==> src/rtl/bb3_pkg.sv <==
// shared types and constants of the 3x3 box blur with replicated borders
// no dependencies; every other file imports this package
`default_nettype none

package bb3_pkg;

   // line store geometry
   localparam int unsigned MAX_WIDTH = 1024;
   localparam int unsigned ADDR_W    = (MAX_WIDTH > 1) ? $clog2(MAX_WIDTH) : 1;

   // field and register widths
   localparam int unsigned FW_W  = 11;
   localparam int unsigned FH_W  = 16;
   localparam int unsigned PIX_W = 8;
   localparam int unsigned COL_W = 10;   // sum of three pixels
   localparam int unsigned SUM_W = 12;   // sum of nine pixels

   // divide by nine: multiply by 2^16/9 rounded up, keep bits from 16 up
   localparam int unsigned RECIP       = 7282;
   localparam int unsigned RECIP_W     = 13;
   localparam int unsigned RECIP_SHIFT = 16;
   localparam int unsigned PROD_W      = SUM_W + RECIP_W;

   // register file
   localparam int unsigned CSR_AW = 3;
   localparam int unsigned CSR_DW = 32;
   localparam logic [FW_W-1:0] FW_RESET = 11'd1024;
   localparam logic [FH_W-1:0] FH_RESET = 16'd1024;

   typedef enum logic {
      REG_FRAME_WIDTH  = 1'b0,
      REG_FRAME_HEIGHT = 1'b1
   } reg_idx_type;

   // kind of input transaction
   typedef enum logic {
      OP_PIXEL = 1'b0,
      OP_FLUSH = 1'b1
   } op_kind_type;

   // classified operation handed from the front end to the filter
   typedef struct packed {
      op_kind_type       kind;
      logic [PIX_W-1:0]  pixel;
      logic [ADDR_W-1:0] addr;       // column, or flush look-ahead column
      logic              first_row;
      logic              second_row;
      logic              last_row;
      logic              col_first;
      logic              col_last;
      logic              eof;        // flush of the bottom-right pixel
      logic              top_upper;  // frame has two or more rows
   } op_type;

   // nine-pixel sum waiting for the divider
   typedef struct packed {
      logic [SUM_W-1:0] sum;
      logic             eor;
      logic             eof;
   } res_type;

   // queue geometry
   localparam int unsigned QDEPTH = 4;
   localparam int unsigned QPTR_W = 2;

endpackage

`default_nettype wire

==> src/rtl/bb3_queue.sv <==
// short operation queue between the front end and the filter
// uses bb3_pkg
`default_nettype none

module bb3_queue (
   input  wire logic            clock,
   input  wire logic            reset,
   input  wire logic            push,
   input  wire bb3_pkg::op_type push_data,
   input  wire logic            pop,
   output bb3_pkg::op_type      head,
   output logic                 empty,
   output logic                 full
);
   import bb3_pkg::*;

   op_type            entry_ff [QDEPTH];
   logic [QPTR_W-1:0] wr_ptr_ff, wr_ptr_in;
   logic [QPTR_W-1:0] rd_ptr_ff, rd_ptr_in;
   logic [QPTR_W:0]   cnt_ff, cnt_in;

   assign empty = (cnt_ff == '0);
   assign full  = (cnt_ff == (QPTR_W+1)'(QDEPTH));
   assign head  = entry_ff[rd_ptr_ff];

   // pointers and fill level
   always_comb begin
      wr_ptr_in = push ? wr_ptr_ff + 1'b1 : wr_ptr_ff;
      rd_ptr_in = pop ? rd_ptr_ff + 1'b1 : rd_ptr_ff;
      cnt_in    = cnt_ff;
      if (push && !pop) begin
         cnt_in = cnt_ff + 1'b1;
      end else if (pop && !push) begin
         cnt_in = cnt_ff - 1'b1;
      end
   end

   always_ff @(posedge clock) begin
      if (reset) begin
         wr_ptr_ff <= '0;
         rd_ptr_ff <= '0;
         cnt_ff    <= '0;
      end else begin
         wr_ptr_ff <= wr_ptr_in;
         rd_ptr_ff <= rd_ptr_in;
         cnt_ff    <= cnt_in;
      end
   end

   // storage
   always_ff @(posedge clock) begin
      if (push) begin
         entry_ff[wr_ptr_ff] <= push_data;
      end
   end

endmodule

`default_nettype wire

==> config.mk <==
export PLATFORM = sky130hd
export DESIGN_NAME = bb3_queue
export DESIGN_NICKNAME = d
export VERILOG_FILES = /design/src/rtl/bb3_pkg.sv /design/src/rtl/bb3_queue.sv
export SDC_FILE = /design/constraint.sdc
export NUM_CORES = 1
export LEC_CHECK = 0
export BUFFER_PORTS_ARGS = -buffer_cell sky130_fd_sc_hd__buf_2
export CORE_ASPECT_RATIO = 1.25
export CORE_MARGIN = 2
export CORE_UTILIZATION = 56
export DETAILED_ROUTE_END_ITERATION = 16
export PLACE_DENSITY_LB_ADDON = 0.3
export SYNTH_ARGS = -nofsm -noshare
export SYNTH_HDL_FRONTEND = slang
export SYNTH_SLANG_ARGS = --single-unit
==> constraint.sdc <==
create_clock -name clock -period 2.24 [get_ports clock]
set_input_delay 0.224 -clock clock [delete_from_list [all_inputs] [get_ports clock]]
set_output_delay 0.224 -clock clock [all_outputs]
set_load 0.03 [all_outputs]
Word-level counts from Yosys, hierarchy flattened
Memory sizes are Yosys's and may differ from the RTL's. A register that Yosys moved wholly into a read port is not among the register bits.
Index checks and enable logic that the tools add are counted.
{"block": "totals", "regBits": 7, "ram_bits": 104, "input_bits": 30, "out_inout_bits": 28, "elab_cells": 21, "n_memories": 1}
{"memory": "entry_ff", "words": 4, "width": 26, "rd": 1, "rd_clocked_by_memory_dff": 1, "write_ports": 1, "line": "bb3_queue.sv:17", "rtl": "op_type entry_ff [QDEPTH];"}
{"block": "classes", "add_sub_neg": 4, "n_eq_ne": 1, "n_mux": 6, "reduce_logical": 6}
{"cell": "2-to-1 mux 3 bit", "count": 2}
{"cell": "adder 2 x 1 -> 2 bit, second input constant", "count": 2}
{"cell": "2-to-1 mux 2 bit", "count": 2}
{"cell": "adder 3 x 1 -> 3 bit, second input constant", "count": 1}
{"cell": "equality test 3 bit, second input constant", "count": 1}
{"cell": "zero test 3 bit", "count": 1}
{"cell": "subtractor 3 x 1 -> 3 bit, second input constant", "count": 1}
{"cell": "logical AND 1 bit", "count": 2}
{"cell": "zero test 1 bit", "count": 2}
{"cell": "2-to-1 mux 1 bit", "count": 2}
{"cell": "nonzero test 2 bit", "count": 1}

Longest topological paths before layout
{"block": "depth", "depth_word": 4, "mapped_depth": 7, "ltp_nobuf": 7}

Least setup slack after synthesis
No wires, ideal clock.
{"block": "synth_timing", "path_type": "reg2reg", "from": "register wr_ptr_ff[0]", "to": "memory entry_ff[2][0] (netlist bit), enable pin", "setup_ps": 385, "arrival_time_ps": 1197, "required_ps": 1855, "slack_ps": 657, "stages_incl_launch_ff": 4, "path_buffers": 0, "period_less_slack_ps": 1583, "path_cell_list": "dfxtp_1 inv_1 ha_1 and2_1"}
{"item": "start: declaration", "line": "bb3_queue.sv:18", "rtl": "logic [QPTR_W-1:0] wr_ptr_ff, wr_ptr_in;"}
{"item": "start signal: assignment", "line": "bb3_queue.sv:44", "rtl": "wr_ptr_ff <= wr_ptr_in;"}
{"item": "end: declaration", "line": "bb3_queue.sv:17"}
Straight into the memory's write port.

==> results.json <==
{
  "yosys.cell_count.top_type": "edfxtp_1",
  "root_buffer": "clkbuf_8",
  "hold_viol": 0,
  "met2_usage": 0.3190,
  "crit_slowest_cell": "mux4_1",
  "die_w_um": 81.71,
  "post-route-period-util": 0.9319,
  "final_layout_size_suffix_gt1_frac": 0.3664,
  "critPathMaxFanout": 26,
  "cap_violations": 0,
  "avgSynthCellArea_um2": 23.48,
  "remaining_drc_errors": 0,
  "synth-seq-area-share": 0.7815,
  "die_h_um": 101.1,
  "yosysUniqueCellTypes": 23,
  "die_area_mm2": 0.008263,
  "drtIter0Drc": 104,
  "cts_tree": "built",
  "rsz0062_at_grt": "false",
  "relSlewSlack": 0.7390,
  "postCtsSetupBuffers": 0,
  "synth_area_leaders": "edfxtp_1, mux4_2, dfxtp_1, mux4_1, ha_1",
  "via_count": 2046,
  "yosysTopAreaCellShare": 0.7389,
  "areaGrowthSynthToFinish_pct": 28.42,
  "grt_use_total": 0.1884,
  "initial_core_util": 0.5745,
  "grt_max_degree": 27,
  "cts.reportedPaths.clkPinSlew_ns": 0.05,
  "clk_latency_ns": 0.50,
  "drv_slew": 0,
  "setup_tns_ns": 0,
  "dp_slack_ns": 0.5413,
  "ioPinCount": 58,
  "finalNonFillerCells": 384,
  "worst_setup_path_end_kind": "output port",
  "wl_per_cell_um": 18.08,
  "clock_sinks": 113,
  "grt_pass1_vias": 2160,
  "numCtsBuffers": 17,
  "synth-main-ff-cell": "edfxtp_1",
  "synth_edf_count": 104,
  "arrival_ns": 1.86,
  "h-tree-depth": 4,
  "grt_pass1_wl_um": 10700,
  "dp_cells": 328,
  "power_uw": 5512,
  "worstHoldPathType": "primary input to register",
  "synth.largest_area_cell": "edfxtp_1",
  "critPathRequiredTime_ns": 2.02,
  "skew_ns": 0.002786,
  "io_buffers": 57,
  "status": "finished, final reports clean",
  "cts_max_path_buffers": 2,
  "dp_hpwl_um": 3881,
  "cp-start-kind": "register",
  "ir_drop_uv": 677.9,
  "synthArstFlopShare": 0,
  "placementRows": 35,
  "utilization": 0.7378,
  "grt.busiest_layer": "met2",
  "synth_area_mm2": 0.004227,
  "dr.pass1.iters": 4,
  "use_met3": 0.06328,
  "synth_cells": 180,
  "synth-seq-cells": 113,
  "finalWorstSetupSlack_ns": 0.1526,
  "grt_overflow": 0,
  "fin_crit_ns": 2.087,
  "power.leakage_uw": 0.001956,
  "ant_nets": 0,
  "nets": 318,
  "cp_cell_sequence": "buf_12 -> mux4_1 -> buf_2",
  "antenna_found_initial": 0,
  "crit_type": "register to output port",
  "powerDensity_mw_per_mm2": 1016,
  "drt-total-wl_um": 6941,
  "antenna_cells": 0,
  "syn_nets": 216,
  "coreArea_mm2": 0.007357,
  "place_congestion": 0.6877,
  "fmax_ghz": 0.4791,
  "cts-resized-gates": 0,
  "critPathMaxStageDelay_ns": 0.60,
  "tightestPinTransition_ns": 0.3915,
  "synth_common_cells": "edfxtp_1, mux4_2, dfxtp_1",
  "via_per_inst": 5.328,
  "setup_violations": 0,
  "yosys_warnings": 0,
  "met1_usage": 0.2205
}
[critical path: cells and delay by family, from the launching register on]
family	cells	cell delay, ns
buffers and inverters	2	0.43
DFF	1	0.33
muxes	1	0.60
[through the flow]
stage                     hold slack (ns)  cell area (um2)
after floorplan                    0.3229             4227
after global placement             0.4356             4616
after detailed placement           0.4403             4616
after CTS                         0.02391             5428
after global routing              0.04719             5428
final                             0.04662             5428
[final timing paths]
kind,from,end,slack [ns],cells past startpoint
setup / recovery,register,head[21],0.15,3
hold / removal,pop,rd_ptr_ff[0],0.05,3
setup reg to reg,cnt_ff[0],cnt_ff[2],0.75,4
hold reg to reg,cnt_ff[2],cnt_ff[2],0.54,2
[registers in the layout, indices dropped and copies added, names as in the netlist, named ones only]
register   flops
rd_ptr_ff      2
cnt_ff         3
entry_ff     104
wr_ptr_ff      2
[cell type report]
class	count	area, um2
repair buffers	90	613.1
clock buffers	19	421.7
well taps	92	115.1
fillers	440	1929
clock inverters	10	120.1
flip-flops and latches	113	3304
multi-input cells	56	838.3
inverters	4	15.01
[routing by layer]
layer	vias up	part of all wire
met5	-	0
met4	0	0.020
met3	11	0.048
met2	59	0.56
met1	1034	0.37
li1	942	-
[timing repair]
action / in CTS / in global routing
hold buffers: 27 / 0
endpoints found under the setup margin: 0 / 0
endpoints found under the hold margin: 111 / 0
[logic make-up (layout without fill, tap and decap cells)]
logic type / count (synthesis) / count (layout) / share of synthesized area
AO/OA/AOI/OAI: 2 / 2 / 0.002366
adder cells (fa/ha/maj): 6 / 6 / 0.01954
buffers and inverters: 11 / 123 / 0.02013
multiplexers: 28 / 28 / 0.1486
flip-flops: 113 / 113 / 0.7815
AND/OR/NAND/NOR: 15 / 15 / 0.01747
XOR/XNOR: 5 / 5 / 0.01036
[where the power goes]
group	total, uW	switching, uW	internal [uW]
sequential	2460	37.6	2420
combinational	623	370	253
clock	2430	784	1640
total	5510	1190	4320
[cell usage in the layout, fill, tap and decap left out, drive strengths merged]
master	instances
mux2i	2
nand2	1
ha	5
inv	4
clkbuf	19
or3	1
xnor2	2
o21ai	1
bufinv	3
nor2	7
nor3	1
edfxtp	104
dlygate4sd3	27
buf	63
xor2	3
mux4	26
nor3b	1
and2	4
a21oi	1
dfxtp	9
clkinv	7
fa	1
No activity file was read; power rests on OpenSTA's default activity.
