$ cat src/rtl/bb3_pkg.sv
// shared types and constants of the 3x3 box blur with replicated borders
// no dependencies; every other file imports this package
`default_nettype none

package bb3_pkg;

   // line store geometry
   localparam int unsigned MAX_WIDTH = 1024;
   localparam int unsigned ADDR_W    = (MAX_WIDTH > 1) ? $clog2(MAX_WIDTH) : 1;

   // field and register widths
   localparam int unsigned FW_W  = 11;
   localparam int unsigned FH_W  = 16;
   localparam int unsigned PIX_W = 8;
   localparam int unsigned COL_W = 10;   // sum of three pixels
   localparam int unsigned SUM_W = 12;   // sum of nine pixels

   // divide by nine: multiply by 2^16/9 rounded up, keep bits from 16 up
   localparam int unsigned RECIP       = 7282;
   localparam int unsigned RECIP_W     = 13;
   localparam int unsigned RECIP_SHIFT = 16;
   localparam int unsigned PROD_W      = SUM_W + RECIP_W;

   // register file
   localparam int unsigned CSR_AW = 3;
   localparam int unsigned CSR_DW = 32;
   localparam logic [FW_W-1:0] FW_RESET = 11'd1024;
   localparam logic [FH_W-1:0] FH_RESET = 16'd1024;

   typedef enum logic {
      REG_FRAME_WIDTH  = 1'b0,
      REG_FRAME_HEIGHT = 1'b1
   } reg_idx_type;

   // kind of input transaction
   typedef enum logic {
      OP_PIXEL = 1'b0,
      OP_FLUSH = 1'b1
   } op_kind_type;

   // classified operation handed from the front end to the filter
   typedef struct packed {
      op_kind_type       kind;
      logic [PIX_W-1:0]  pixel;
      logic [ADDR_W-1:0] addr;       // column, or flush look-ahead column
      logic              first_row;
      logic              second_row;
      logic              last_row;
      logic              col_first;
      logic              col_last;
      logic              eof;        // flush of the bottom-right pixel
      logic              top_upper;  // frame has two or more rows
   } op_type;

   // nine-pixel sum waiting for the divider
   typedef struct packed {
      logic [SUM_W-1:0] sum;
      logic             eor;
      logic             eof;
   } res_type;

   // queue geometry
   localparam int unsigned QDEPTH = 4;
   localparam int unsigned QPTR_W = 2;

endpackage

`default_nettype wire

$ cat src/rtl/bb3_out.sv
// result queue, divide by nine and output register
// uses bb3_pkg
`default_nettype none

module bb3_out (
   input  wire logic                      clock,
   input  wire logic                      reset,
   input  wire logic                      res_push,
   input  wire bb3_pkg::res_type          res_data,
   output logic                           res_full,
   output logic                           rsp_tvalid,
   input  wire logic                      rsp_tready,
   output logic [bb3_pkg::PIX_W-1:0]      rsp_tdata,   // [7:0] pixel_out
   output logic                           rsp_tlast,   // end_of_run
   output logic [0:0]                     rsp_tuser    // [0] end_of_frame
);
   import bb3_pkg::*;

   res_type           rq_ff [QDEPTH];
   logic [QPTR_W-1:0] wr_ptr_ff, wr_ptr_in;
   logic [QPTR_W-1:0] rd_ptr_ff, rd_ptr_in;
   logic [QPTR_W:0]   cnt_ff, cnt_in;

   logic              rsp_vld_ff, rsp_vld_in;
   logic [PIX_W-1:0]  pix_ff, pix_in;
   logic              last_ff;
   logic              eof_ff;

   res_type           head;
   logic              empty;
   logic              pop;
   logic [PROD_W-1:0] prod;

   assign empty    = (cnt_ff == '0);
   assign res_full = (cnt_ff == (QPTR_W+1)'(QDEPTH));
   assign head     = rq_ff[rd_ptr_ff];
   assign pop      = !empty && (!rsp_vld_ff || rsp_tready);

   // floor of sum / 9 by reciprocal multiply
   assign prod   = PROD_W'(head.sum) * PROD_W'(RECIP);
   assign pix_in = prod[RECIP_SHIFT +: PIX_W];

   // queue pointers and fill level
   always_comb begin
      wr_ptr_in = res_push ? wr_ptr_ff + 1'b1 : wr_ptr_ff;
      rd_ptr_in = pop ? rd_ptr_ff + 1'b1 : rd_ptr_ff;
      cnt_in    = cnt_ff;
      if (res_push && !pop) begin
         cnt_in = cnt_ff + 1'b1;
      end else if (pop && !res_push) begin
         cnt_in = cnt_ff - 1'b1;
      end
   end

   // output valid
   always_comb begin
      rsp_vld_in = rsp_vld_ff;
      if (pop) begin
         rsp_vld_in = 1'b1;
      end else if (rsp_tready) begin
         rsp_vld_in = 1'b0;
      end
   end

   always_ff @(posedge clock) begin
      if (reset) begin
         wr_ptr_ff  <= '0;
         rd_ptr_ff  <= '0;
         cnt_ff     <= '0;
         rsp_vld_ff <= 1'b0;
      end else begin
         wr_ptr_ff  <= wr_ptr_in;
         rd_ptr_ff  <= rd_ptr_in;
         cnt_ff     <= cnt_in;
         rsp_vld_ff <= rsp_vld_in;
      end
   end

   // storage and output payload
   always_ff @(posedge clock) begin
      if (res_push) begin
         rq_ff[wr_ptr_ff] <= res_data;
      end
      if (pop) begin
         pix_ff  <= pix_in;
         last_ff <= head.eor;
         eof_ff  <= head.eof;
      end
   end

   assign rsp_tvalid   = rsp_vld_ff;
   assign rsp_tdata    = pix_ff;
   assign rsp_tlast    = last_ff;
   assign rsp_tuser[0] = eof_ff;

endmodule

`default_nettype wire

$ cat config.mk
export PLATFORM = sky130hd
export DESIGN_NAME = bb3_out
export DESIGN_NICKNAME = d
export VERILOG_FILES = /design/src/rtl/bb3_pkg.sv /design/src/rtl/bb3_out.sv
export SDC_FILE = /design/constraint.sdc
export NUM_CORES = 1
export LEC_CHECK = 0
export BUFFER_PORTS_ARGS = -buffer_cell sky130_fd_sc_hd__buf_2
export CORE_AREA = 5 5 120 122
export DETAILED_ROUTE_END_ITERATION = 8
export DIE_AREA = 0 0 125 127
export PLACE_DENSITY = 0.53
export RECOVER_POWER = 50
export SLEW_MARGIN = 0
export SYNTH_ARGS = -nofsm -noshare
export SYNTH_HDL_FRONTEND = slang
export SYNTH_SLANG_ARGS = --single-unit
$ cat constraint.sdc
create_clock -name clock -period 5.92 [get_ports clock]
set_clock_uncertainty 0.05 [all_clocks]
set_input_delay 0.296 -clock clock [delete_from_list [all_inputs] [get_ports clock]]
set_output_delay 0.296 -clock clock [all_outputs]
set_load 0.05 [all_outputs]
* Yosys cells after proc, flatten, opt, wreduce, memory -nomap -nowiden *
Memories as Yosys holds them, arrays and structs flattened. A register that Yosys moved wholly into a read port is not among the register bits.
Index checks and enable logic that the tools add are counted.

word-level totals
  register bits after elaboration = 18
  RAM bits = 56
  output and inout bits = 12
  word-level logic and storage cells = 33
  memories kept = 1

memory list
  name   words  bits a word  rd ports  clocked after memory_dff  wr ports  line           RTL
  rq_ff  4      14           1         1                         1         bb3_out.sv:19  res_type rq_ff [QDEPTH];

operators by class
  add/sub/neg operators = 4
  multipliers = 1
  eq/ne operators = 1
  multiplexer cells = 8
  reduce and logical (&&, ||, !) cells = 11

operators by type and width
  operator                                                                count
  12-bit by 12-bit multiplier with 23-bit output (second input constant)  1
  3-bit 2-to-1 mux                                                        2
  2-bit by 1-bit adder with 2-bit output (second input constant)          2
  1-bit zero test                                                         4
  1-bit 2-to-1 mux                                                        4
  2-bit 2-to-1 mux                                                        2
  2-bit nonzero test                                                      2
  3-bit by 1-bit adder with 3-bit output (second input constant)          1
  3-bit equality test (second input constant)                             1
  1-bit logical AND                                                       3
  3-bit zero test                                                         1
  3-bit by 1-bit subtractor with 3-bit output (second input constant)     1
  1-bit logical OR                                                        1

* Logic depth before layout (Yosys ltp) *
  depth in word-level cells = 6
  gate-level depth with buffers = 19
  gate-level depth less buffers = 17

* Least setup slack after synthesis *
OpenSTA, ideal clock, no wires.

  path type = register -> register
  from = register (tool-made name)
  to = register pix_ff[2] (netlist: rsp_tdata[2]), data pin
  arrival time = 5.124 ns
  slack = 0.486 ns
  cell stages (with the launch flop) = 19
  buffers on the path = 2
  clock period less this slack = 5.434 ns
  path through = dfxtp_1 > buf_6 > buf_2 > mux4_2 > fa_1 > ha_1 > inv_1 > fa_1 > inv_1 > fa_1 > inv_1 > fa_1 > inv_1 > ha_1 > a31oi_1 > o31ai_4 > o31a_1 > or2_1 > xor2_1

RTL lines
  element                 line           RTL
  end signal: assignment  bb3_out.sv:85  pix_ff <= pix_in;
  end: declaration        bb3_out.sv:25  logic [PIX_W-1:0] pix_ff, pix_in;

==> results.txt <==
CTS tree: built
hold path endpoint: rq_ff[3][0]
endpoints failing setup: 0
CP Data Arrival Time: 5.60 ns
Tightest Hold Check Type: in -> reg
gr ovfl total: 0
Root Buffer: clkbuf_16
crit path time final: 5.56 ns
nets@finish: 505
Slew Limit Fails: 0
pin count of the biggest net entering global routing: 16
kind of critical path: reg -> reg
CTS Buf Count: 9
# rows: 42
DR DRC count: 0
FF-to-FF path depth: 17
Post-synth EDFFs: 66
max_cap viols: 0
fraction of layout cells with a size suffix above 1: 11.0%
Yosys reg bits: 76
starting density of the core: 37.5%
initial antenna violation count: 0
die area: 15900 µm²
hold depth: 1
clock sink count: 76
ys async rst share: 0%
worst path required time: 5.96 ns
GRT met1 Usage: 15.6%
Worst Setup End Kind: flip-flop
commonest non-fill, non-tap cell in the layout: ha_1
DRT iter0 DRCs: 90
Tightest Pin Transition: 0.789 ns
Die Y: 127 µm
Core Region: 13100 µm²
worst hold start: res_data[0]
cts repair resizes: 0
Mapped Area: 4900 µm²
Fmax: 180 MHz
Finished Layout Cells: 567
RSZ-0062 raised after global routing: no
CP max stage cell: mux4_1
Die W: 125 µm
number of setup buffers added after CTS: 0
met2 Track Usage GR: 19.5%
Worst slew margin: 47.4%
met3 usage: 3.63%
status: completed
largest delay contributor family on the critical path: adder cells
crit path buf inv count: 5
worst skew pair latency: 0.34 ns
Cells after Synth: 346
H-tree levels: 3
Layout area overhead: 14.3%
Antenna Cells: 0
ANT nets after route: 0
CP max FO: 15
reg-to-reg slack, setup: 0.36 ns
ys flop type: edfxtp_1
Worst setup SP type: flip-flop
Max Root-Sink Buffers: 2
Cells after DPL: 551
reg2reg end: rsp_tdata[2]
routability-driven placement congestion ratio: 0.860
CTS clk-pin slew, worst paths: 0.06 ns
WL/cell: 15.6 µm
dpl cell area: 5290 µm²
Syn. warnings: 0
syn nets: 465
Vias per Instance: 4.66
hold buffers post-CTS: 0
Reg area: 2180 µm²
Top Ports: 30
Yosys cell types: 44
drt pass-1 iters: 4
setup TNS: 0 ns
via count of the first global-routing pass: 2829
most frequent cells in the layout: 71 x ha_1, 66 x edfxtp_1, 54 x inv_1
Port Buffer Count: 29
Finished Cell Area: 5600 µm²
multi-input logic area: 2490 µm²
GRT Util Overall: 12.0%
Final HPWL DP: 6.96 mm
synthesized area per cell: 14.2 µm²
CP cell instances: buf_12 > mux4_1 > fa_1 > ha_1 > inv_1 > fa_1 > inv_1 > fa_1 > inv_1 > fa_1 > inv_1 > ha_1 > a31oi_1 > o31ai_4 > o31a_1 > or2_1 > xor2_1
sequential share of the synthesized area: 44.5%
slowest cell delay on critical path: 0.66 ns
# fillers: 1207
vias: 2642
Hold Fails Final Rpt: 0
grt peak-use layer: met2
global-route wire length before repair: 14.7 mm
fin crit share: 93.9%
DRT Wirelength: 8.85 mm
sequential cells by signal (all words and copies together) (netlist names), named ones only:
register / count
rsp_tdata: 8
rsp_tlast: 1
wr_ptr_ff: 2
rsp_tvalid: 1
rsp_tuser: 1
rq_ff: 56
rd_ptr_ff: 2
cnt_ff: 3
area by class of cell:
cell class              count  share of cell area [%]
inverters                  54                    3.62
clock buffers               9                    4.02
multi-input cells         212                    44.5
flip-flops and latches     76                    39.0
clock inverters             7                    2.19
repair buffers             33                    2.79
well taps                 176                    3.93
worst max path at each step:
stage	startpoint	endpoint	slack, ns	cells after the start
after floorplan	flip-flop	rsp_tdata[2]	0.49	18
after global placement	flip-flop	rsp_tdata[2]	0.42	17
after detailed placement	flip-flop	rsp_tdata[2]	0.35	17
after CTS	flip-flop	rsp_tdata[2]	0.33	17
after global routing	flip-flop	rsp_tdata[2]	0.11	17
final	flip-flop	rsp_tdata[2]	0.36	17
cell usage after synthesis, types with 2 or more instances:
| master | count | area [µm²] |
|---|---|---|
| a21o_1 | 7 | 52.6 |
| a21oi_1 | 10 | 50.1 |
| and2_1 | 5 | 31.3 |
| and3_1 | 2 | 12.5 |
| and4_1 | 2 | 17.5 |
| clkbuf_1 | 2 | 7.51 |
| dfxtp_1 | 10 | 200 |
| edfxtp_1 | 66 | 1980 |
| fa_1 | 30 | 601 |
| ha_1 | 71 | 888 |
| inv_1 | 54 | 203 |
| mux2i_1 | 2 | 20.0 |
| mux4_1 | 3 | 78.8 |
| mux4_2 | 12 | 270 |
| nand2_1 | 7 | 26.3 |
| nand4_1 | 2 | 12.5 |
| nor2_1 | 12 | 45.0 |
| nor3_1 | 4 | 20.0 |
| o2111ai_1 | 2 | 17.5 |
| o211ai_1 | 2 | 15.0 |
| o21ai_0 | 3 | 15.0 |
| or3_1 | 2 | 12.5 |
| xnor2_1 | 7 | 61.3 |
| xor2_1 | 9 | 78.8 |
cells by family (layout without fill, tap and decap cells):
| family | Yosys count | count (layout) | synth area share, % |
|---|---|---|---|
| simple gates | 41 | 41 | 4.29 |
| flops | 76 | 76 | 44.5 |
| fa+ha+maj | 101 | 101 | 30.4 |
| compound gates | 36 | 36 | 5.46 |
| buf+inv | 58 | 103 | 4.62 |
| mux | 17 | 17 | 7.53 |
| xor+xnor | 17 | 17 | 3.19 |
stage by stage:
step / util, % / hold slack [ns] / worst slack [ns]
global route: 42.8 / 0.172 / 0.109
CTS: 43.0 / 0.108 / 0.331
floorplan: - / 0.345 / 0.486
detailed placement: 40.4 / 0.410 / 0.353
finish: 42.8 / 0.175 / 0.359
global placement: 40.4 / 0.402 / 0.416
routing by layer:
layer,vias to the layer above,share of wire [%]
li1,1319,-
met4,0,1.4
met1,1282,47
met3,11,3.2
met2,30,48
met5,-,0
Power is left out: the tool's default activity adds up to more than one toggle a clock period on the data nets, which glitch-free logic cannot reach.
