<file path="src/rtl/bb3_pkg.sv">
// shared types and constants of the 3x3 box blur with replicated borders
// no dependencies; every other file imports this package
`default_nettype none

package bb3_pkg;

   // line store geometry
   localparam int unsigned MAX_WIDTH = 1024;
   localparam int unsigned ADDR_W    = (MAX_WIDTH > 1) ? $clog2(MAX_WIDTH) : 1;

   // field and register widths
   localparam int unsigned FW_W  = 11;
   localparam int unsigned FH_W  = 16;
   localparam int unsigned PIX_W = 8;
   localparam int unsigned COL_W = 10;   // sum of three pixels
   localparam int unsigned SUM_W = 12;   // sum of nine pixels

   // divide by nine: multiply by 2^16/9 rounded up, keep bits from 16 up
   localparam int unsigned RECIP       = 7282;
   localparam int unsigned RECIP_W     = 13;
   localparam int unsigned RECIP_SHIFT = 16;
   localparam int unsigned PROD_W      = SUM_W + RECIP_W;

   // register file
   localparam int unsigned CSR_AW = 3;
   localparam int unsigned CSR_DW = 32;
   localparam logic [FW_W-1:0] FW_RESET = 11'd1024;
   localparam logic [FH_W-1:0] FH_RESET = 16'd1024;

   typedef enum logic {
      REG_FRAME_WIDTH  = 1'b0,
      REG_FRAME_HEIGHT = 1'b1
   } reg_idx_type;

   // kind of input transaction
   typedef enum logic {
      OP_PIXEL = 1'b0,
      OP_FLUSH = 1'b1
   } op_kind_type;

   // classified operation handed from the front end to the filter
   typedef struct packed {
      op_kind_type       kind;
      logic [PIX_W-1:0]  pixel;
      logic [ADDR_W-1:0] addr;       // column, or flush look-ahead column
      logic              first_row;
      logic              second_row;
      logic              last_row;
      logic              col_first;
      logic              col_last;
      logic              eof;        // flush of the bottom-right pixel
      logic              top_upper;  // frame has two or more rows
   } op_type;

   // nine-pixel sum waiting for the divider
   typedef struct packed {
      logic [SUM_W-1:0] sum;
      logic             eor;
      logic             eof;
   } res_type;

   // queue geometry
   localparam int unsigned QDEPTH = 4;
   localparam int unsigned QPTR_W = 2;

endpackage

`default_nettype wire

</file>
<file path="src/rtl/bb3_front.sv">
// front end: register file, frame position counters, classification of input
// transactions into filter operations; uses bb3_pkg
`default_nettype none

module bb3_front (
   input  wire logic                        clock,
   input  wire logic                        reset,
   input  wire logic                        csr_psel,
   input  wire logic                        csr_penable,
   input  wire logic                        csr_pwrite,
   input  wire logic [bb3_pkg::CSR_AW-1:0]  csr_paddr,
   input  wire logic [bb3_pkg::CSR_DW-1:0]  csr_pwdata,
   output logic      [bb3_pkg::CSR_DW-1:0]  csr_prdata,
   output logic                             csr_pready,
   input  wire logic                        req_tvalid,
   output logic                             req_tready,
   input  wire logic [bb3_pkg::PIX_W-1:0]   req_tdata,   // [7:0] pixel_in
   input  wire logic [0:0]                  req_tuser,   // [0] mode
   output logic                             op_push,
   output bb3_pkg::op_type                  op_data,
   input  wire logic                        op_full
);
   import bb3_pkg::*;

   logic [FW_W-1:0]   fw_ff, fw_in;
   logic [FH_W-1:0]   fh_ff, fh_in;
   logic [ADDR_W-1:0] col_ff, col_in;
   logic [FH_W-1:0]   row_ff, row_in;
   logic [ADDR_W-1:0] flush_ff, flush_in;
   logic              flushing_ff, flushing_in;

   logic              csr_wr;
   reg_idx_type       reg_sel;
   logic [ADDR_W-1:0] wlast;
   logic [FH_W-1:0]   hlast;
   logic [ADDR_W-1:0] flush_addr;
   op_kind_type       in_kind;
   logic              accept;
   logic              pix_go;
   logic              flu_go;
   logic              col_last;
   logic              last_row;
   logic              flush_eof;

   // register access
   assign csr_pready = 1'b1;
   assign csr_wr     = csr_psel && csr_penable && csr_pwrite;
   assign reg_sel    = reg_idx_type'(csr_paddr[CSR_AW-1]);

   always_comb begin
      unique case (reg_sel)
         REG_FRAME_WIDTH:  csr_prdata = CSR_DW'(fw_ff);
         REG_FRAME_HEIGHT: csr_prdata = CSR_DW'(fh_ff);
         default:          csr_prdata = '0;
      endcase
   end

   // effective last column and last row
   always_comb begin
      if (fw_ff == '0) begin
         wlast = '0;
      end else if (32'(fw_ff) >= MAX_WIDTH) begin
         wlast = ADDR_W'(MAX_WIDTH - 1);
      end else begin
         wlast = ADDR_W'(fw_ff - 1'b1);
      end
   end

   assign hlast = (fh_ff == '0) ? '0 : fh_ff - 1'b1;

   // classification
   assign in_kind    = op_kind_type'(req_tuser[0]);
   assign req_tready = !op_full;
   assign accept     = req_tvalid && !op_full;
   assign pix_go     = accept && (in_kind == OP_PIXEL) && !flushing_ff;
   assign flu_go     = accept && (in_kind == OP_FLUSH) && flushing_ff;
   assign col_last   = (col_ff == wlast);
   assign last_row   = (row_ff == hlast);
   assign flush_eof  = (flush_ff == wlast);
   assign flush_addr = flush_eof ? flush_ff : flush_ff + 1'b1;

   assign op_push = pix_go || flu_go;

   always_comb begin
      op_data            = '0;
      op_data.kind       = in_kind;
      op_data.pixel      = req_tdata;
      op_data.addr       = flushing_ff ? flush_addr : col_ff;
      op_data.first_row  = (row_ff == '0);
      op_data.second_row = (row_ff == FH_W'(1));
      op_data.last_row   = last_row;
      op_data.col_first  = (col_ff == '0);
      op_data.col_last   = col_last;
      op_data.eof        = flush_eof;
      op_data.top_upper  = (hlast != '0);
   end

   // position counters, restarted by any register write
   always_comb begin
      fw_in       = fw_ff;
      fh_in       = fh_ff;
      col_in      = col_ff;
      row_in      = row_ff;
      flush_in    = flush_ff;
      flushing_in = flushing_ff;
      if (csr_wr) begin
         unique case (reg_sel)
            REG_FRAME_WIDTH:  fw_in = csr_pwdata[FW_W-1:0];
            REG_FRAME_HEIGHT: fh_in = csr_pwdata[FH_W-1:0];
            default:          fw_in = fw_ff;
         endcase
         col_in      = '0;
         row_in      = '0;
         flush_in    = '0;
         flushing_in = 1'b0;
      end else if (pix_go) begin
         if (col_last) begin
            col_in = '0;
            if (last_row) begin
               row_in      = '0;
               flushing_in = 1'b1;
            end else begin
               row_in = row_ff + 1'b1;
            end
         end else begin
            col_in = col_ff + 1'b1;
         end
      end else if (flu_go) begin
         if (flush_eof) begin
            flush_in    = '0;
            flushing_in = 1'b0;
         end else begin
            flush_in = flush_ff + 1'b1;
         end
      end
   end

   always_ff @(posedge clock) begin
      if (reset) begin
         fw_ff       <= FW_RESET;
         fh_ff       <= FH_RESET;
         col_ff      <= '0;
         row_ff      <= '0;
         flush_ff    <= '0;
         flushing_ff <= 1'b0;
      end else begin
         fw_ff       <= fw_in;
         fh_ff       <= fh_in;
         col_ff      <= col_in;
         row_ff      <= row_in;
         flush_ff    <= flush_in;
         flushing_ff <= flushing_in;
      end
   end

endmodule

`default_nettype wire

</file>
<file path="config.mk">
export PLATFORM = sky130hd
export DESIGN_NAME = bb3_front
export DESIGN_NICKNAME = d
export VERILOG_FILES = /design/src/rtl/bb3_pkg.sv /design/src/rtl/bb3_front.sv
export SDC_FILE = /design/constraint.sdc
export NUM_CORES = 1
export LEC_CHECK = 0
export ABC_AREA = 1
export BUFFER_PORTS_ARGS = -buffer_cell sky130_fd_sc_hd__buf_2
export CORE_MARGIN = 4
export CORE_UTILIZATION = 50
export CTS_CLUSTER_DIAMETER = 40
export DETAILED_ROUTE_END_ITERATION = 10
export PLACE_DENSITY = 0.73
export SLEW_MARGIN = 20
export SYNTH_ARGS = -nofsm -noshare
export SYNTH_HDL_FRONTEND = slang
export SYNTH_SLANG_ARGS = --single-unit
export TNS_END_PERCENT = 20
</file>
<file path="constraint.sdc">
create_clock -name clock -period 5.15 [get_ports clock]
set_input_delay 0.2575 -clock clock [delete_from_list [all_inputs] [get_ports clock]]
set_output_delay 0.2575 -clock clock [all_outputs]
set_load 0.02 [all_outputs]
</file>
Word-level counts from Yosys, hierarchy flattened
Cells that the tools add are included.

word-level totals
  memories = 0
  flip-flop bits (word level) = 64
  memory bits (writable) = 0
  output and inout port bits = 61
  latch bits = 0
  logic and storage cells = 58
  input port bits = 51
  ROM bits = 0

operators by class
  divide/modulo/power cells = 0
  bitwise operators = 3
  $add $sub $neg = 5
  eq/ne operators = 6
  $mul = 0
  reduce and logical (&&, ||, !) cells = 23
  $lt $le $gt $ge = 1
  multiplexer cells = 14
  shift operators = 0

operators by type and width
  cell                     number
  $pmux W32 S2             1
  $mux W10                 6
  $logic_not A16 Y1        2
  $mux W16                 2
  $add A10 B1 Y10 const B  2
  $eq A10 B10 Y1           2
  $add A16 B1 Y16 const B  1
  $eq A16 B1 Y1 const B    1
  $eq A16 B16 Y1           1
  $reduce_bool A16 Y1      1
  $sub A16 B1 Y16 const B  1
  $ge A11 B11 Y1 const B   1
  $logic_not A11 Y1        1
  $logic_not A10 Y1        1
  $sub A10 B1 Y10 const B  1
  $reduce_and A2 Y1        4
  $logic_and A1 B1 Y1      7
  $mux W1                  5
  $ne A2 B1 Y1 const B     2
  $reduce_and A4 Y1        1
  $reduce_bool A2 Y1       2
  $not A1 Y1               3
  $logic_not A1 Y1         2
  $reduce_or A2 Y1         1
  $logic_or A1 B1 Y1       1

Depth between registers and ports, before layout
Gate-level depths: netlist (run 1).

  depth in word-level cells = 7
  depth in mapped cells = 19
  depth with buffers taken out = 18

Least setup slack after synthesis (run 1)
OpenSTA, ideal clock, no wires.

  kind = register to output
  from = register fw_ff[0]
  to = output port op_data[7] (netlist name)
  path buffers = 0
  data arrival time = 2.375 ns
  setup slack = 2.518 ns
  required time = 4.893 ns
  stages on the path, launching flop included = 15
  cells stage by stage = dfxtp_1 inv_1 ha_1 inv_1 nor2_1 nor2_1 o21ai_0 nand2_1 xor2_1 nor2_1 nand2_1 nor2_1 nand2_1 ha_1 o21ai_0

RTL lines
  element                   RTL line          RTL
  start: declaration        bb3_front.sv:25   logic [FW_W-1:0] fw_ff, fw_in;
  start signal: assignment  bb3_front.sv:147  fw_ff <= fw_in;
  end: declaration          bb3_front.sv:20   output bb3_pkg::op_type op_data,

==> flow_metrics.env, run 1 <==
export IMPL_layout_min_cycle_time_ps=3430
export IMPL_path_clk_slew_ps=70
export IMPL_yosysTopAreaCellShare=0.236
export IMPL_setup_ws_ps=1720
export IMPL_grt_max_degree=30
export IMPL_drive_gt1_frac=0.130
export IMPL_dr_pass1_iters=5
export IMPL_ys_top_cells_by_area="dfxtp_1 24%, nand2_1 18%, nand3_1 9.6%, inv_1 6.5%, o21ai_0 6.2%"
export IMPL_slew_headroom=0.520
export IMPL_area_growth_pct=6.88
export IMPL_cts_buffer_depth=2
export IMPL_p_total_uw=1150
export IMPL_final_hold_viol_count=0
export IMPL_seq_area_frac_synth=0.236
export IMPL_nNetsFinal=1005
export IMPL_syn_instance_count=914
export IMPL_tightestPinTransition_ps=718
export IMPL_status="finished clean"
export IMPL_syn_avg_cell_area_um2=5.93
export IMPL_irDropWorstVdd_mv=0.148
export IMPL_place_congestion=0.980
export IMPL_ys_seq_elements=64
export IMPL_hpwl_um=11800
export IMPL_nFillCells=1144
export IMPL_clock_root_buffer="clkbuf_8"
export IMPL_io_buffers=60
export IMPL_detail_route_wl_per_cell_um=13.9
export IMPL_timing_final_crit_share=0.667
export IMPL_grt_pass1_wl_um=25100
export IMPL_pwr_density_cell_nw_per_um2=199
export IMPL_yosysWarningCount=0
export IMPL_postCtsSetupBuffers=0
export IMPL_syn_area_um2=5420
export IMPL_finalSetupViolations=0
export IMPL_drv_slew=0
export IMPL_cts_tree="done"
export IMPL_arrival_ps=3180
export IMPL_die_area_um2=12600
export IMPL_fin_tns_setup_ps=0
export IMPL_clk_latency_ps=370
export IMPL_n_antenna_cell=0
export IMPL_grt_overflow_total=0
export IMPL_synth_edf_count=0
export IMPL_seq_area_um2=1280
export IMPL_cts_resized=0
export IMPL_antenna_found_initial=0
export IMPL_rsz0062_at_grt="no"
export IMPL_async_flop_share=0
export IMPL_synth_distinct_cells=37
export IMPL_core_um2=10500
export IMPL_drt_total_wl_um=15100
export IMPL_io_pins=112
export IMPL_ctsHoldBuffers=0
export IMPL_die_x_um=112
export IMPL_min_path_type="primary input to flip-flop"
export IMPL_hold_slack_ps=124
export IMPL_crit_fanout=24
export IMPL_num_vias=5788
export IMPL_yosysTopAreaCell="dfxtp_1"
export IMPL_fp_dieH_um=112
export IMPL_critical_path_required_ps=4890
export IMPL_rows=37
export IMPL_synth_most_common_cell="nand2_1"
export IMPL_grt_util_all_layers=0.241
export IMPL_cp_end_kind="output pin"
export IMPL_start_util=0.518
export IMPL_synthTopCellsByCount="255 x nand2_1, 104 x nand3_1, 94 x inv_1, 84 x nor2_1, 67 x o21ai_0"
export IMPL_drc_errors=0
export IMPL_p_leak_uw=0.00285
export IMPL_path_class="flip-flop to output pin"
export IMPL_pre_cts_ws_ps=2050
export IMPL_worstSetupStartpointType="flip-flop"
export IMPL_drt_iter0_markers=438
export IMPL_cts_inserted_buffers=9
export IMPL_synth_flop_cell="dfxtp_1"
export IMPL_fmax_mhz=291
export IMPL_drv_cap=0
export IMPL_finalClockSkew_ps=9.09
export IMPL_htree_levels=3
export IMPL_multi_input_area_um2=3460
export IMPL_clock_sinks=64
export IMPL_ant_nets=0
export IMPL_grt_pass1_vias=5146
export IMPL_routed_via_density=5.33
cells by family after synthesis:
group | synth area share
simple gates | 0.463
buf+inv | 0.136
compound gates | 0.108
flops | 0.236
xor+xnor | 0.0355
fa+ha+maj | 0.0208
other cells | 0.00139
report_power, final:
| group | switching (µW) | internal [µW] | leakage (µW) |
|---|---|---|---|
| Sequential | 9.82 | 503 | 0.000518 |
| Clock | 214 | 197 | 0.0000882 |
| Combinational | 159 | 67.5 | 0.00225 |
| Total | 383 | 767 | 0.00285 |
flip-flops by register name, indices dropped and copies added, names as in the netlist:
register and cells:
fw_ff 11, row_ff 16, col_ff 10, flush_ff 10, fh_ff 16, flushing_ff 1
critical path, stage by stage, from the launching register on:
cell	delay (ps)
dfxtp_1	330
clkinv_1	210
ha_1	320
nand2_1	190
nor2_1	70
nand2_1	540
nand2_1	220
nand2_1	110
nand2_1	70
nor4_1	290
nand3_1	140
nor3_1	130
buf_2	190
through the flow:
step,instance area [µm²],cells,util
2_1_floorplan,5480,929,-
3_3_place_gp,5620,1070,0.537
3_5_place_dp,5620,1070,0.537
4_1_cts,5790,1085,0.554
5_1_grt,5790,1085,0.554
6_report,5790,1085,0.554
routing by layer:
| layer | up-vias | global-route usage | share of wire |
|---|---|---|---|
| met3 | 30 | 0.0485 | 0.063 |
| met2 | 181 | 0.379 | 0.46 |
| met4 | 0 | 0.0905 | 0.024 |
| met5 | - | 0 | 0 |
| met1 | 2582 | 0.328 | 0.46 |
| li1 | 2995 | - | - |
cell type report:
cell class | instances | area share
repair buffers | 62 | 0.0544
clock buffers | 12 | 0.0268
flip-flops and latches | 64 | 0.221
clock inverters | 3 | 0.00302
inverters | 104 | 0.0678
multi-input cells | 704 | 0.597
well taps | 136 | 0.0294
placed cells by master (no fill, tap or decap), drive strengths merged:
cell type and instances:
a21oi 47, and2 2, buf 62, clkbuf 12, clkinv 4, clkinvlp 1
conb 17, dfxtp 64, ha 9, inv 102, nand2 262, nand3 117
nand3b 2, nand4 29, nor2 95, nor3 19, nor3b 2, nor4 9
o2111ai 1, o21ai 68, or2 3, xor2 22
path summary, 6_finish.rpt:
kind,startpoint,end,slack [ps],cells past startpoint
max,fh_ff[0],op_data[4],1720,12
min,reset,fh_ff[10],120,3
max reg2reg,fh_ff[0],row_ff[2],2010,16
min reg2reg,fh_ff[1],fh_ff[1],510,2
No activity file was read; power rests on OpenSTA's default activity.
==> run 2: changes to the inputs <==
==> constraint.sdc (replaced) <==
create_clock -name clock -period 3.5 [get_ports clock]
set_input_delay 0.175 -clock clock [delete_from_list [all_inputs] [get_ports clock]]
set_output_delay 0.175 -clock clock [all_outputs]
set_load 0.02 [all_outputs]
==> run 2 against run 1 <==
Compared with the run above:
- combinational power up 48%
- critical path type unchanged
- highest routed layer unchanged
- power up 46%
- sequential power grew 47%
- clock-buffer cell count decreased by 3
- largest cell class unchanged
- core utilization increased by 0.25 points
- final area rose by 0.45%
- routed wire length increased by 0.30%
- first-iteration DRC count is 17% higher
- sequential cell count unchanged
- worst hold slack got worse by 67 ps
==> flow_metrics.env, run 2 (same netlist as run 1, synthesis figures left out) <==
export IMPL_status="finished clean"
export IMPL_r2r_start="fh_ff[0]"
export IMPL_worstSetupStartpointType="flip-flop"
export IMPL_rows=37
export IMPL_critical_path_required_ps=3320
export IMPL_slowest_delay_ps=370
export IMPL_final_hold_viol_count=0
export IMPL_fmax_mhz=312
export IMPL_layout_min_cycle_time_ps=3200
export IMPL_io_buffers=60
export IMPL_cp_end_kind="output pin"
export IMPL_cts_tree="done"
export IMPL_clock_sinks=64
export IMPL_path_cells="inv_2 -> ha_2 -> nand2_2 -> nor2_4 -> nand2_4 -> nand2_1 -> xor2_1 -> nand3_1 -> nor3_2 -> nand2_1 -> ha_1 -> o21ai_0 -> buf_2"
export IMPL_arrival_ps=3030
export IMPL_finalClockSkew_ps=6.15
export IMPL_ant_nets=0
export IMPL_grt_max_degree=30
export IMPL_rr_worst_depth=16
export IMPL_crit_family="simple AND/OR/NAND/NOR gates"
export IMPL_hpwl_um=11800
export IMPL_drv_slew=0
export IMPL_startpoint="fw_ff[0]"
export IMPL_layout_common_cells="255 x nand2_1, 104 x nand3_1, 93 x inv_1, 84 x nor2_1, 67 x o21ai_0"
export IMPL_r2r_slack_ps=500
export IMPL_start_util=0.518
export IMPL_final_common_cell="nand2_1"
export IMPL_placedCellCount=1071
export IMPL_path_clk_slew_ps=70
export IMPL_area_growth_pct=7.36
export IMPL_htree_levels=3
export IMPL_fp_dieH_um=112
export IMPL_slowest_stage="dfxtp_1"
export IMPL_crit_fanout=24
export IMPL_cts_buffer_depth=2
export IMPL_critPathCapture="op_data[7]"
export IMPL_stdcell_count=1087
export IMPL_finalSetupViolations=0
export IMPL_slew_headroom=0.486
export IMPL_n_antenna_cell=0
export IMPL_drv_cap=0
export IMPL_min_path_type="primary input to flip-flop"
export IMPL_clock_root_buffer="clkbuf_8"
export IMPL_die_area_um2=12600
export IMPL_antenna_found_initial=0
export IMPL_drt_total_wl_um=15200
export IMPL_io_pins=112
export IMPL_nFillCells=1131
export IMPL_grt_overflow_total=0
export IMPL_path_class="flip-flop to output pin"
export IMPL_fin_tns_setup_ps=0
export IMPL_core_um2=10500
export IMPL_tightestPinTransition_ps=770
export IMPL_ctsHoldBuffers=0
export IMPL_routed_via_density=5.36
export IMPL_drc_errors=0
export IMPL_setup_ws_ps=299
export IMPL_irDropWorstVdd_mv=0.174
export IMPL_cp_common_cell="nand2_1"
export IMPL_r2r_end="row_ff[3]"
export IMPL_drt_iter0_markers=514
export IMPL_place_congestion=0.996
export IMPL_cts_inserted_buffers=9
export IMPL_grt_util_all_layers=0.238
export IMPL_path_buf_inv=2
export IMPL_postCtsSetupBuffers=0
export IMPL_dr_pass1_iters=5
export IMPL_detail_route_wl_per_cell_um=13.9
export IMPL_die_x_um=112
export IMPL_grt_pass1_vias=5211
export IMPL_p_leak_uw=0.00285
export IMPL_timing_final_crit_share=0.915
export IMPL_pwr_density_cell_nw_per_um2=288
export IMPL_crit_cells=13
export IMPL_nNetsFinal=1006
export IMPL_cts_resized=0
export IMPL_grt_pass1_wl_um=25100
export IMPL_num_vias=5825
export IMPL_top_regs="fh_ff x16, row_ff x16, fw_ff x11"
export IMPL_drive_gt1_frac=0.137
export IMPL_clk_latency_ps=350
export IMPL_pre_cts_ws_ps=535
[run 2: cell count changes in the layout (fill, tap and decap cells not counted), sizes merged]
| cell | change |
|---|---|
| clkbuf | -3 |
| clkinv | +2 |
| buf | +1 |
| clkinvlp | +1 |
| inv | +1 |
[run 2: worst min-delay path by stage]
stage                      start          end  depth (start not counted)
global placement    req_tdata[3]  op_data[20]                          0
detailed placement  req_tdata[3]  op_data[20]                          0
CTS                        reset    fw_ff[10]                          3
floorplan                  reset    fh_ff[10]                          2
finish                     reset    fh_ff[10]                          3
global route               reset    fw_ff[10]                          3
[run 2: power breakdown]
group	total (µW)	internal, µW	switching, µW
Clock	590	257	334
Combinational	335	99.9	235
Sequential	754	739	14.8
Total	1680	1100	583
[run 2: routing by layer]
layer	vias up	track usage	wire length (µm)
met5	-	0	0
met1	2653	0.323	7020
met3	17	0.0372	756
met4	0	0.0513	160
met2	146	0.400	7220
li1	3009	-	-
[run 2: area by class of cell]
class | count | area (µm²) | area share
Inverter | 104 | 393 | 0.0675
Clock inverter | 7 | 47.5 | 0.00817
Clock buffer | 9 | 124 | 0.0213
Multi-Input combinational cell | 704 | 3480 | 0.598
Tap cell | 136 | 170 | 0.0292
Timing Repair Buffer | 63 | 323 | 0.0555
Sequential cell | 64 | 1280 | 0.220
[run 2: stage by stage]
stage | instance area [µm²] | util | total power, µW | hold slack, ps
2_1_floorplan | 5480 | - | 1040 | 275
3_3_place_gp | 5630 | 0.538 | 1100 | 350
3_5_place_dp | 5630 | 0.538 | 1100 | 350
4_1_cts | 5800 | 0.554 | 1690 | 42.3
6_report | 5820 | 0.556 | 1680 | 56.6
5_1_grt | 5820 | 0.556 | 1770 | 48.8
[run 2: worst min-delay path: cells and delay by family]
family | cells | cell delay [ps]
buffers and inverters | 1 | 100
AO/OA/AOI/OAI | 2 | 100
==> run 3: changes to the inputs <==
--- a/config.mk
+++ b/config.mk
@@ -11,6 +11,7 @@
 export CORE_UTILIZATION = 50
 export CTS_CLUSTER_DIAMETER = 40
 export DETAILED_ROUTE_END_ITERATION = 10
+export MAX_ROUTING_LAYER = met4
 export PLACE_DENSITY = 0.73
 export SLEW_MARGIN = 20
 export SYNTH_ARGS = -nofsm -noshare
==> run 3 against run 2 <==
Compared with the run above:
- cell count stayed put
- critical path type unchanged
- critical endpoint unchanged
- largest power group unchanged
- sequential share of layout area is 0.11 points lower
- routed wire length is 1.3% lower
==> flow_metrics.env, run 3 (same netlist as run 1, synthesis figures left out) <==
export IMPL_status="finished clean"
export IMPL_timing_final_crit_share=0.901
export IMPL_drt_total_wl_um=15000
export IMPL_slowest_stage="dfxtp_1"
export IMPL_grt_max_degree=30
export IMPL_path_class="flip-flop to output pin"
export IMPL_drt_iter0_markers=404
export IMPL_arrival_ps=2980
export IMPL_ctsHoldBuffers=0
export IMPL_nNetsFinal=1006
export IMPL_antenna_found_initial=0
export IMPL_slew_headroom=0.498
export IMPL_io_pins=112
export IMPL_irDropWorstVdd_mv=0.259
export IMPL_io_buffers=60
export IMPL_routedLengthMet1_um=6710
export IMPL_path_clk_slew_ps=80
export IMPL_power_share_combinational=0.191
export IMPL_grt_pass1_vias=5253
export IMPL_seqPwrFrac=0.431
export IMPL_clock_sinks=64
export IMPL_place_congestion=1.03
export IMPL_met3_length_um=900
export IMPL_fin_tns_setup_ps=0
export IMPL_cp_end_kind="output pin"
export IMPL_finalClockSkew_ps=10.5
export IMPL_num_vias=5807
export IMPL_n_antenna_cell=0
export IMPL_crit_family="simple AND/OR/NAND/NOR gates"
export IMPL_start_util=0.518
export IMPL_grt_pass1_wl_um=24900
export IMPL_pwr_density_cell_nw_per_um2=299
export IMPL_grt_util_all_layers=0.245
export IMPL_cp_common_cell="nand2_1"
export IMPL_htree_levels=3
export IMPL_dr_pass1_iters=5
export IMPL_path_buf_inv=2
export IMPL_final_common_cell="nand2_1"
export IMPL_die_x_um=112
export IMPL_final_hold_viol_count=0
export IMPL_tightestPinTransition_ps=752
export IMPL_die_area_um2=12600
export IMPL_crit_fanout=24
export IMPL_grt_overflow_total=0
export IMPL_min_path_type="primary input to flip-flop"
export IMPL_cts_tree="done"
export IMPL_cts_resized=0
export IMPL_critical_path_required_ps=3320
export IMPL_rsz0062_at_grt="no"
export IMPL_fp_dieH_um=112
export IMPL_worstSetupStartpointType="flip-flop"
export IMPL_routed_via_density=5.34
export IMPL_p_switching_uw=564
export IMPL_area_growth_pct=7.89
export IMPL_topRoutingLayerUsed="met4"
export IMPL_path_cells="inv_2 -> ha_2 -> nand2_2 -> nor2_4 -> nand2_4 -> nand2_1 -> xor2_1 -> nand3_1 -> nor3_2 -> nand2_1 -> ha_1 -> o21ai_0 -> buf_2"
export IMPL_slowest_delay_ps=360
export IMPL_drive_gt1_frac=0.137
export IMPL_rows=37
export IMPL_drv_cap=0
export IMPL_clk_latency_ps=370
export IMPL_cts_buffer_depth=2
export IMPL_drc_errors=0
export IMPL_met2_length_um=7020
export IMPL_detail_route_wl_per_cell_um=13.8
export IMPL_top_regs="fh_ff x16, row_ff x16, fw_ff x11"
export IMPL_p_sw_frac=0.322
export IMPL_layout_min_cycle_time_ps=3150
export IMPL_hpwl_um=11700
export IMPL_nFillCells=1137
export IMPL_layout_common_cells="254 x nand2_1, 104 x nand3_1, 93 x inv_1, 84 x nor2_1, 67 x o21ai_0"
export IMPL_pwr_share_clk=0.379
export IMPL_core_um2=10500
export IMPL_postCtsSetupBuffers=0
export IMPL_hold_slack_ps=37.4
export IMPL_cts_inserted_buffers=9
export IMPL_finalSetupViolations=0
export IMPL_drv_slew=0
export IMPL_fmax_mhz=317
export IMPL_ant_nets=0
export IMPL_p_leak_uw=0.00287
export IMPL_power_internal_uw=1190
export IMPL_clock_root_buffer="clkbuf_8"
[run 3: routing by layer]
metal	vias up	track usage
met5	-	-
met4	0	0.0841
met3	31	0.0491
met2	172	0.387
met1	2603	0.313
li1	3001	-
[run 3: worst paths after layout]
| path | cells past startpoint | end | slack, ps | from |
|---|---|---|---|---|
| max | 13 | op_data[7] | 350 | fw_ff[0] |
| min | 3 | fh_ff[10] | 40 | reset |
| max reg2reg | 15 | row_ff[2] | 690 | fh_ff[0] |
| min reg2reg | 2 | fh_ff[1] | 500 | fh_ff[1] |
[run 3: cell type report]
type / instances / area (µm²) / area share
multi-input cells: 704 / 3480 / 0.596
flip-flops and latches: 64 / 1280 / 0.219
inverters: 104 / 393 / 0.0672
repair buffers: 63 / 323 / 0.0552
well taps: 136 / 170 / 0.0291
clock buffers: 11 / 141 / 0.0242
clock inverters: 5 / 56.3 / 0.00963
[run 3: worst register-to-register path: stages (launching register included)]
cell	delay, ps
dfxtp_1	330
clkinv_1	210
ha_1	320
nand2_1	200
nor2_1	90
nand2_2	240
buf_4	220
nand3_1	130
nand2_1	120
nand2_1	60
nor2_1	160
nand3_1	100
nor2_1	210
nand2_1	130
nand2_2	120
nor2_1	70
[run 3: power by group through the flow]
stage / combinational, µW / clock (µW) / sequential (µW)
after floorplan: 278 / 0 / 767
after global placement: 328 / 0 / 771
after detailed placement: 328 / 0 / 771
after CTS: 330 / 681 / 754
after global routing: 381 / 708 / 756
final: 334 / 663 / 754
[run 3: through the flow]
| stage | utilization | worst slack [ps] | area [µm²] | instances | power (µW) |
|---|---|---|---|---|---|
| floorplan | - | 950 | 5480 | 929 | 1040 |
| global placement | 0.538 | 549 | 5630 | 1071 | 1100 |
| detailed placement | 0.538 | 542 | 5630 | 1071 | 1100 |
| CTS | 0.557 | 103 | 5830 | 1087 | 1760 |
| global route | 0.559 | 8.99 | 5850 | 1087 | 1850 |
| finish | 0.559 | 347 | 5850 | 1087 | 1750 |
